--- src/rtl/cau_pkg.sv ---
// Shared types, codes and saturation helpers for the complex arithmetic unit.
// No dependencies; imported by the controller, the datapath and the top level.
`default_nettype none

package cau_pkg;

    typedef enum logic [2:0] {
        REQ_ADD  = 3'd0,
        REQ_SUB  = 3'd1,
        REQ_MUL  = 3'd2,
        REQ_DIV  = 3'd3,
        REQ_NEG  = 3'd4,
        REQ_CONJ = 3'd5,
        REQ_POW  = 3'd6
    } t_req;

    localparam logic [1:0] ST_OK  = 2'd0;
    localparam logic [1:0] ST_DZ  = 2'd1;
    localparam logic [1:0] ST_OVF = 2'd2;

    // product tags: x and y are the two complex operands of the product engine
    localparam logic [2:0] PR_RR  = 3'd0;
    localparam logic [2:0] PR_II  = 3'd1;
    localparam logic [2:0] PR_RI  = 3'd2;
    localparam logic [2:0] PR_IR  = 3'd3;
    localparam logic [2:0] PR_YRR = 3'd4;
    localparam logic [2:0] PR_YII = 3'd5;

    localparam logic [2:0] CMUL_LAST = PR_IR;
    localparam logic [2:0] CDIV_LAST = PR_YII;

    typedef enum logic [3:0] {
        OP_NOP, OP_LOAD, OP_SIMPLE, OP_PROD, OP_MFIN, OP_DZERO,
        OP_DINIT, OP_DSTEP, OP_DFIN, OP_KSHIFT, OP_OUT
    } t_op;

    typedef enum logic [1:0] {XS_A, XS_RES, XS_ONE} t_xsel;
    typedef enum logic [1:0] {YS_A, YS_B, YS_RES} t_ysel;

    typedef struct packed {
        t_xsel xsel;
        t_ysel ysel;
        logic  conj;
        logic  dest_a;
    } t_mode;

    localparam t_mode M_MUL   = '{xsel: XS_A,   ysel: YS_B,   conj: 1'b0, dest_a: 1'b0};
    localparam t_mode M_DIV   = '{xsel: XS_A,   ysel: YS_B,   conj: 1'b1, dest_a: 1'b0};
    localparam t_mode M_RSTEP = '{xsel: XS_RES, ysel: YS_A,   conj: 1'b0, dest_a: 1'b0};
    localparam t_mode M_SQ    = '{xsel: XS_A,   ysel: YS_A,   conj: 1'b0, dest_a: 1'b1};
    localparam t_mode M_RECIP = '{xsel: XS_ONE, ysel: YS_RES, conj: 1'b1, dest_a: 1'b0};

    typedef struct packed {
        t_op        op;
        logic [2:0] step;
        t_mode      mode;
        logic       part_im;
    } t_cmd;

    typedef struct packed {
        t_req req;
        logic k_zero;
        logic k_lsb;
        logic k_one;
        logic k_neg;
        logic d_zero;
        logic out_free;
    } t_stat;

    typedef enum logic [3:0] {
        S_IDLE, S_DISPATCH, S_MUL, S_MWAIT, S_MFIN, S_DCHK, S_DINIT,
        S_DRUN, S_DFIN, S_PWTEST, S_PWSQ, S_FIN
    } t_state;

    // {overflow, value} for a sign and magnitude
    function automatic logic [32:0] sat_mag(input logic neg, input logic [63:0] q);
        if (!neg) begin
            if (q > 64'h0000_0000_7FFF_FFFF) return {1'b1, 32'h7FFF_FFFF};
            return {1'b0, q[31:0]};
        end
        if (q > 64'h0000_0000_8000_0000) return {1'b1, 32'h8000_0000};
        return {1'b0, (~q[31:0]) + 32'd1};
    endfunction

    // {overflow, value} for a 33-bit signed sum
    function automatic logic [32:0] sat33(input logic [32:0] v);
        if (!v[32] && v[31]) return {1'b1, 32'h7FFF_FFFF};
        if (v[32] && !v[31]) return {1'b1, 32'h8000_0000};
        return {1'b0, v[31:0]};
    endfunction

    // sign-magnitude add, {neg, mag}
    function automatic logic [64:0] sm_add(input logic an, input logic [63:0] am,
                                           input logic bn, input logic [63:0] bm);
        logic        n;
        logic [63:0] m;
        if (an == bn) begin
            n = an;
            m = am + bm;
        end else if (am >= bm) begin
            n = an;
            m = am - bm;
        end else begin
            n = bn;
            m = bm - am;
        end
        if (m == 64'd0) n = 1'b0;
        return {n, m};
    endfunction

endpackage

`default_nettype wire

--- src/rtl/cau_ctrl.sv ---
// Controller: sequences load, products, long division, power steps and output.
// Uses cau_pkg; drives cau_datapath through t_cmd and reads t_stat.
`default_nettype none

module cau_ctrl import cau_pkg::*; #(
    parameter int FRAC_BITS = 16
) (
    input  wire logic  i_clk,
    input  wire logic  i_rst_n,
    input  wire logic  i_in_valid,
    output logic       o_in_ready,
    input  wire t_stat i_stat,
    output t_cmd       o_cmd
);

    localparam int DIV_STEPS = 64 + FRAC_BITS;
    localparam int CW        = $clog2(DIV_STEPS);

    t_state        r_state, n_state;
    logic [CW-1:0] r_cnt, n_cnt;
    t_mode         r_mode, n_mode;
    t_state        r_ret, n_ret;
    logic          r_dim, n_dim;

    always_ff @(posedge i_clk) begin
        if (!i_rst_n) begin
            r_state <= S_IDLE;
            r_cnt   <= '0;
            r_mode  <= M_MUL;
            r_ret   <= S_FIN;
            r_dim   <= 1'b0;
        end else begin
            r_state <= n_state;
            r_cnt   <= n_cnt;
            r_mode  <= n_mode;
            r_ret   <= n_ret;
            r_dim   <= n_dim;
        end
    end

    always_comb begin
        n_state       = r_state;
        n_cnt         = r_cnt;
        n_mode        = r_mode;
        n_ret         = r_ret;
        n_dim         = r_dim;
        o_in_ready    = 1'b0;
        o_cmd.op      = OP_NOP;
        o_cmd.step    = r_cnt[2:0];
        o_cmd.mode    = r_mode;
        o_cmd.part_im = r_dim;
        unique case (r_state)
            S_IDLE: begin
                o_in_ready = 1'b1;
                if (i_in_valid) begin
                    o_cmd.op = OP_LOAD;
                    n_state  = S_DISPATCH;
                end
            end
            S_DISPATCH: begin
                n_cnt = '0;
                unique case (i_stat.req)
                    REQ_MUL: begin
                        n_mode  = M_MUL;
                        n_ret   = S_FIN;
                        n_state = S_MUL;
                    end
                    REQ_DIV: begin
                        n_mode  = M_DIV;
                        n_state = S_MUL;
                    end
                    REQ_POW: n_state = S_PWTEST;
                    default: begin
                        o_cmd.op = OP_SIMPLE;
                        n_state  = S_FIN;
                    end
                endcase
            end
            S_MUL: begin
                o_cmd.op = OP_PROD;
                if (r_cnt == CW'(r_mode.conj ? CDIV_LAST : CMUL_LAST)) begin
                    n_cnt   = '0;
                    n_state = S_MWAIT;
                end else begin
                    n_cnt = r_cnt + CW'(1);
                end
            end
            S_MWAIT: n_state = r_mode.conj ? S_DCHK : S_MFIN;
            S_MFIN: begin
                o_cmd.op = OP_MFIN;
                n_state  = r_ret;
            end
            S_DCHK: begin
                if (i_stat.d_zero) begin
                    o_cmd.op = OP_DZERO;
                    n_state  = S_FIN;
                end else begin
                    n_dim   = 1'b0;
                    n_state = S_DINIT;
                end
            end
            S_DINIT: begin
                o_cmd.op = OP_DINIT;
                n_cnt    = '0;
                n_state  = S_DRUN;
            end
            S_DRUN: begin
                o_cmd.op = OP_DSTEP;
                if (r_cnt == CW'(DIV_STEPS - 1)) begin
                    n_cnt   = '0;
                    n_state = S_DFIN;
                end else begin
                    n_cnt = r_cnt + CW'(1);
                end
            end
            S_DFIN: begin
                o_cmd.op = OP_DFIN;
                if (r_dim) begin
                    n_state = S_FIN;
                end else begin
                    n_dim   = 1'b1;
                    n_state = S_DINIT;
                end
            end
            S_PWTEST: begin
                n_cnt = '0;
                if (i_stat.k_zero) begin
                    if (i_stat.k_neg) begin
                        n_mode  = M_RECIP;
                        n_state = S_MUL;
                    end else begin
                        n_state = S_FIN;
                    end
                end else if (i_stat.k_lsb) begin
                    n_mode  = M_RSTEP;
                    n_ret   = S_PWSQ;
                    n_state = S_MUL;
                end else begin
                    n_state = S_PWSQ;
                end
            end
            S_PWSQ: begin
                o_cmd.op = OP_KSHIFT;
                n_cnt    = '0;
                if (i_stat.k_one) begin
                    if (i_stat.k_neg) begin
                        n_mode  = M_RECIP;
                        n_state = S_MUL;
                    end else begin
                        n_state = S_FIN;
                    end
                end else begin
                    n_mode  = M_SQ;
                    n_ret   = S_PWTEST;
                    n_state = S_MUL;
                end
            end
            S_FIN: begin
                if (i_stat.out_free) begin
                    o_cmd.op = OP_OUT;
                    n_state  = S_IDLE;
                end
            end
            default: n_state = S_IDLE;
        endcase
    end

endmodule

`default_nettype wire

--- config.mk ---
export PLATFORM = sky130hd
export DESIGN_NAME = cau_ctrl
export DESIGN_NICKNAME = d
export VERILOG_FILES = /design/src/rtl/cau_pkg.sv /design/src/rtl/cau_ctrl.sv
export SDC_FILE = /design/constraint.sdc
export NUM_CORES = 1
export LEC_CHECK = 0
export BUFFER_PORTS_ARGS = -buffer_cell sky130_fd_sc_hd__buf_2
export CAP_MARGIN = 20
export CORE_ASPECT_RATIO = 0.8
export CORE_MARGIN = 3
export CORE_UTILIZATION = 55
export CTS_CLUSTER_DIAMETER = 120
export DETAILED_ROUTE_END_ITERATION = 10
export PLACE_DENSITY = 0.78
export SYNTH_ARGS = -nofsm -noshare
export SYNTH_HDL_FRONTEND = slang
export SYNTH_SLANG_ARGS = --single-unit
--- constraint.sdc ---
create_clock -name i_clk -period 2.2 [get_ports i_clk]
set_input_delay 0.44 -clock i_clk [delete_from_list [all_inputs] [get_ports i_clk]]
set_output_delay 0.44 -clock i_clk [all_outputs]
set_load 0.02 [all_outputs]
Word-level counts from Yosys, hierarchy flattened
Index checks and enable logic that the tools add are counted.
Storage, ports and cells
  word-level logic and storage cells: 83
  flip-flop bits (word level): 22
  output and inout bits: 15
Operators by class
  equal/unequal tests: 27
  add/subtract/negate cells: 1
  muxes and demuxes: 36
  reductions and logical operators: 11
Operator list (count)
  4-bit two-way mux: 15
  4-bit one-hot mux with 12 select lines: 1
  4-bit one-hot mux with 10 select lines: 1
  6-bit two-way mux: 4
  7-bit one-hot mux with 3 select lines: 1
  2-bit != test (second input constant): 9
  6-bit one-hot mux with 3 select lines: 1
  4-bit by 3-bit == test with 1-bit output (second input constant): 4
  4-bit == test (second input constant): 4
  7-bit two-way mux: 2
  4-bit one-hot mux with 3 select lines: 1
  6-bit one-hot mux with 2 select lines: 1
  4-bit by 2-bit == test with 1-bit output (second input constant): 2
  4-bit one-hot mux with 2 select lines: 1
  7-bit by 1-bit adder with 7-bit output (second input constant): 1
  7-bit by 3-bit == test with 1-bit output: 1
  7-bit == test (second input constant): 1
  3-bit by 2-bit == test with 1-bit output (second input constant): 2
  3-bit two-way mux: 2
  3-bit != test (second input constant): 2
  3-bit nonzero test: 2
  5-bit AND reduction: 1
  4-bit by 1-bit == test with 1-bit output (second input constant): 1
  4-bit logical NOT: 1
  other kinds (11): 14

Logic depth before layout (Yosys ltp)
  depth after elaboration: 4
  depth in mapped cells: 8
  depth with buffers taken out: 6

Worst setup path after synthesis
Ideal clock, no wire load.
  path kind: register to output
  from: reg r_state[1]
  to: out o_cmd[11] in the netlist's numbering
  cell stages (with the launch flop): 6
  arrival: 1372 ps
  data required time: 1760 ps
  setup slack: 388 ps
  path through: dfxtp_1 -> clkbuf_2 -> buf_2 -> buf_1 -> a31oi_1 -> mux2i_1
RTL lines
  start: declaration: line cau_ctrl.sv:19  | t_state r_state, n_state;
  start signal: assignment: line cau_ctrl.sv:33  | r_state <= n_state;
  end: declaration: line cau_ctrl.sv:13  | output t_cmd o_cmd

==> impl_metrics.toml <==
[power_and_ir_drop]
pwr-share-seq_pct = 26.8
p_int_w = 0.00103
p_sw_w = 0.000902
peakVddDrop_mv = 0.852
powerDensity_nw_per_um2 = 1170
clockPowerShare_pct = 11.2
leakage_nw = 0.687
p_sw_share_pct = 46.8
comb_power_share_pct = 61.9

[detailed_routing]
wirelength_um = 3890
dr.pass1.iters = 4
ant_nets = 0
vias_per_cell = 6.17
vias = 1519
drt_iter0_markers = 121
drcViolationCount = 0
drt-wirelength-per-cell_um = 15.8

[global_routing]
antenna_found_initial = 0
grt_pass1_vias = 1402
grt_pass1_wl_um = 6560
grt.met1_usage_pct = 33.0
grt_util_all_layers_pct = 25.6
top_usage_layer = "met2"
grt_start_max_net_pins = 15
use_met2_pct = 40.5
gr-total-overflow = 0
grtUsageMet3_pct = 7.78

[floorplan]
rows = 15
die_y_um = 51.7
fp.dieArea_um2 = 3260
io_pins = 27
initial_core_util_pct = 62.1
die_x_um = 63.1
coreArea_um2 = 2310

[timing]
slew_headroom_pct = 68.1
clock_skew_ns = 0.0103
setup_viol = 0
fin_crit_ns = 2.07
fmax_ghz = 0.484
period_share_pct = 93.9
slew_viol_final = 0
worst_slack_ns = 0.134
hold_slack_ns = 0.428
finalSetupTns_ns = 0
hold_viol = 0
rsz0062_at_grt = "no"
tightest_slew_ns = 0.472

[cells_and_area]
seqCellArea_um2 = 400
nets = 226
design_area_um2 = 1650
antennaDiodeCount = 0
layout-drive-gt1-share_pct = 25.9
final_util_pct = 71.4
syn_to_final_growth_pct = 15.0
nFillCells = 200
multi_input_area_um2 = 920

[hold_path]
hold_class = "input port to register"

[setup_path]
critPathSlowestCell = "dfxtp_1"
crit_type = "register to output port"
worstPathCellList = "buf_4, buf_4, a211oi_1, a31oi_1, mux2i_1, buf_2"
cpMostUsedCell = "buf_4"
critPathLaunchType = "register"
crit_family = "buffers and inverters"
crit_arrival_ns = 1.63
crit_buf_inv = 3
path_max_fanout = 14
worst_setup_path_end_kind = "output port"
max_stage_delay_ns = 0.38
cp.required_ns = 1.76

[yosys]
avgSynthCellArea_um2 = 7.79
synth_cell_types = 60
syn_nets = 197
synth_edf_count = 0
synth_flop_cell = "dfxtp_1"
syn-cell-area_um2 = 1430
async_reset_ff_share_pct = 0
synth_warnings = 0
syn_inst = 184
seq_area_frac_synth_pct = 27.9
ys_ff_latch = 20

[job]
maxCapViolCount = 0

[place]
gp_congestion = 0.915
dp_hpwl_um = 3000
place_area_um2 = 1610
io_buffers = 26
post-place-ws_ns = 0.313

[clocking]
cts_max_level = 1
clk_pin_slew_ns = 0.12
post_cts_buffers = 0
cts_hold_repair.buffers = 0
cts.path.max_buffers = 2
cts_resized = 0
cts_tree = "yes"
clock_latency_ns = 0.31
clock-sinks = 20
root_buffer = "clkbuf_4"
cts_buffers = 3

[outcome]
status = "completed"
==> flip-flops by register name (all words and copies together) (netlist names) <==
name and count:
o_cmd 6, r_state 4, r_cnt 7, r_dim 1, r_ret 2
==> stage by stage <==
stage	power, W	cells
after CTS	0.00192	246
final	0.00193	246
after global routing	0.00207	246
after floorplan	0.00137	184
after global placement	0.00168	242
after detailed placement	0.00169	242
==> worst paths after layout <==
kind / startpoint / end / slack [ns] / depth (start not counted)
min: i_rst_n / o_cmd[4] / 0.43 / 2
max: r_state[3] / o_cmd[11] / 0.13 / 6
min reg2reg: o_cmd[3] / o_cmd[3] / 0.46 / 1
max reg2reg: r_state[1] / o_cmd[5] / 0.29 / 6
==> power groups by stage <==
| stage | registers [W] | clock network [W] | logic, W |
|---|---|---|---|
| 2_1_floorplan | 0.000492 | 0 | 0.000880 |
| 3_3_place_gp | 0.000517 | 0 | 0.00116 |
| 3_5_place_dp | 0.000523 | 0 | 0.00117 |
| 4_1_cts | 0.000514 | 0.000226 | 0.00118 |
| 5_1_grt | 0.000529 | 0.000241 | 0.00130 |
| 6_report | 0.000517 | 0.000217 | 0.00119 |
==> final cells by class <==
class                   count  area share [%]
multi-input cells         142            55.8
flip-flops and latches     20            24.3
repair buffers             38            13.4
well taps                  34            2.58
clock buffers               4            2.20
inverters                   8            1.82
==> cells in the final DEF, fill, tap and decap left out, drive strengths merged, types with 3 or more instances in the layout <==
cell     n
buf     38
nor2    21
dfxtp   20
nand2   12
o21ai   11
nor3     9
a21oi    9
inv      8
nand2b   7
a21o     5
xor2     4
a211oi   4
clkbuf   4
a31oi    3
mux2i    3
nor2b    3
o22ai    3
==> Yosys cell counts, drive strengths merged (4+ instances only) <==
library cell	number	area share [%]
a21oi	9	3.1
a211oi	4	2.4
nand2	12	3.1
inv	8	2.1
nor2	21	5.5
a21o	5	2.6
nor3	9	3.1
dfxtp	20	28
o21ai	11	3.8
buf	11	5.0
xor2	4	2.4
nand2b	7	3.6
==> logic make-up (layout without fill, tap and decap cells) <==
logic type      after synthesis  count (layout)  synth area share (%)
simple gates                 73              73                  27.7
compound gates               59              59                  29.7
buf+inv                      22              50                  7.94
flops                        20              20                  27.9
xor+xnor                      5               5                  3.05
mux                           4               4                  2.88
fa+ha+maj                     1               1                 0.872
==> routing by layer <==
layer | share of wire [%] | routed length [um]
met1 | 42 | 1640
met2 | 46 | 1780
met3 | 12 | 448
met4 | 0.54 | 21
met5 | 0 | 0
(Power assumes the default switching activity.)
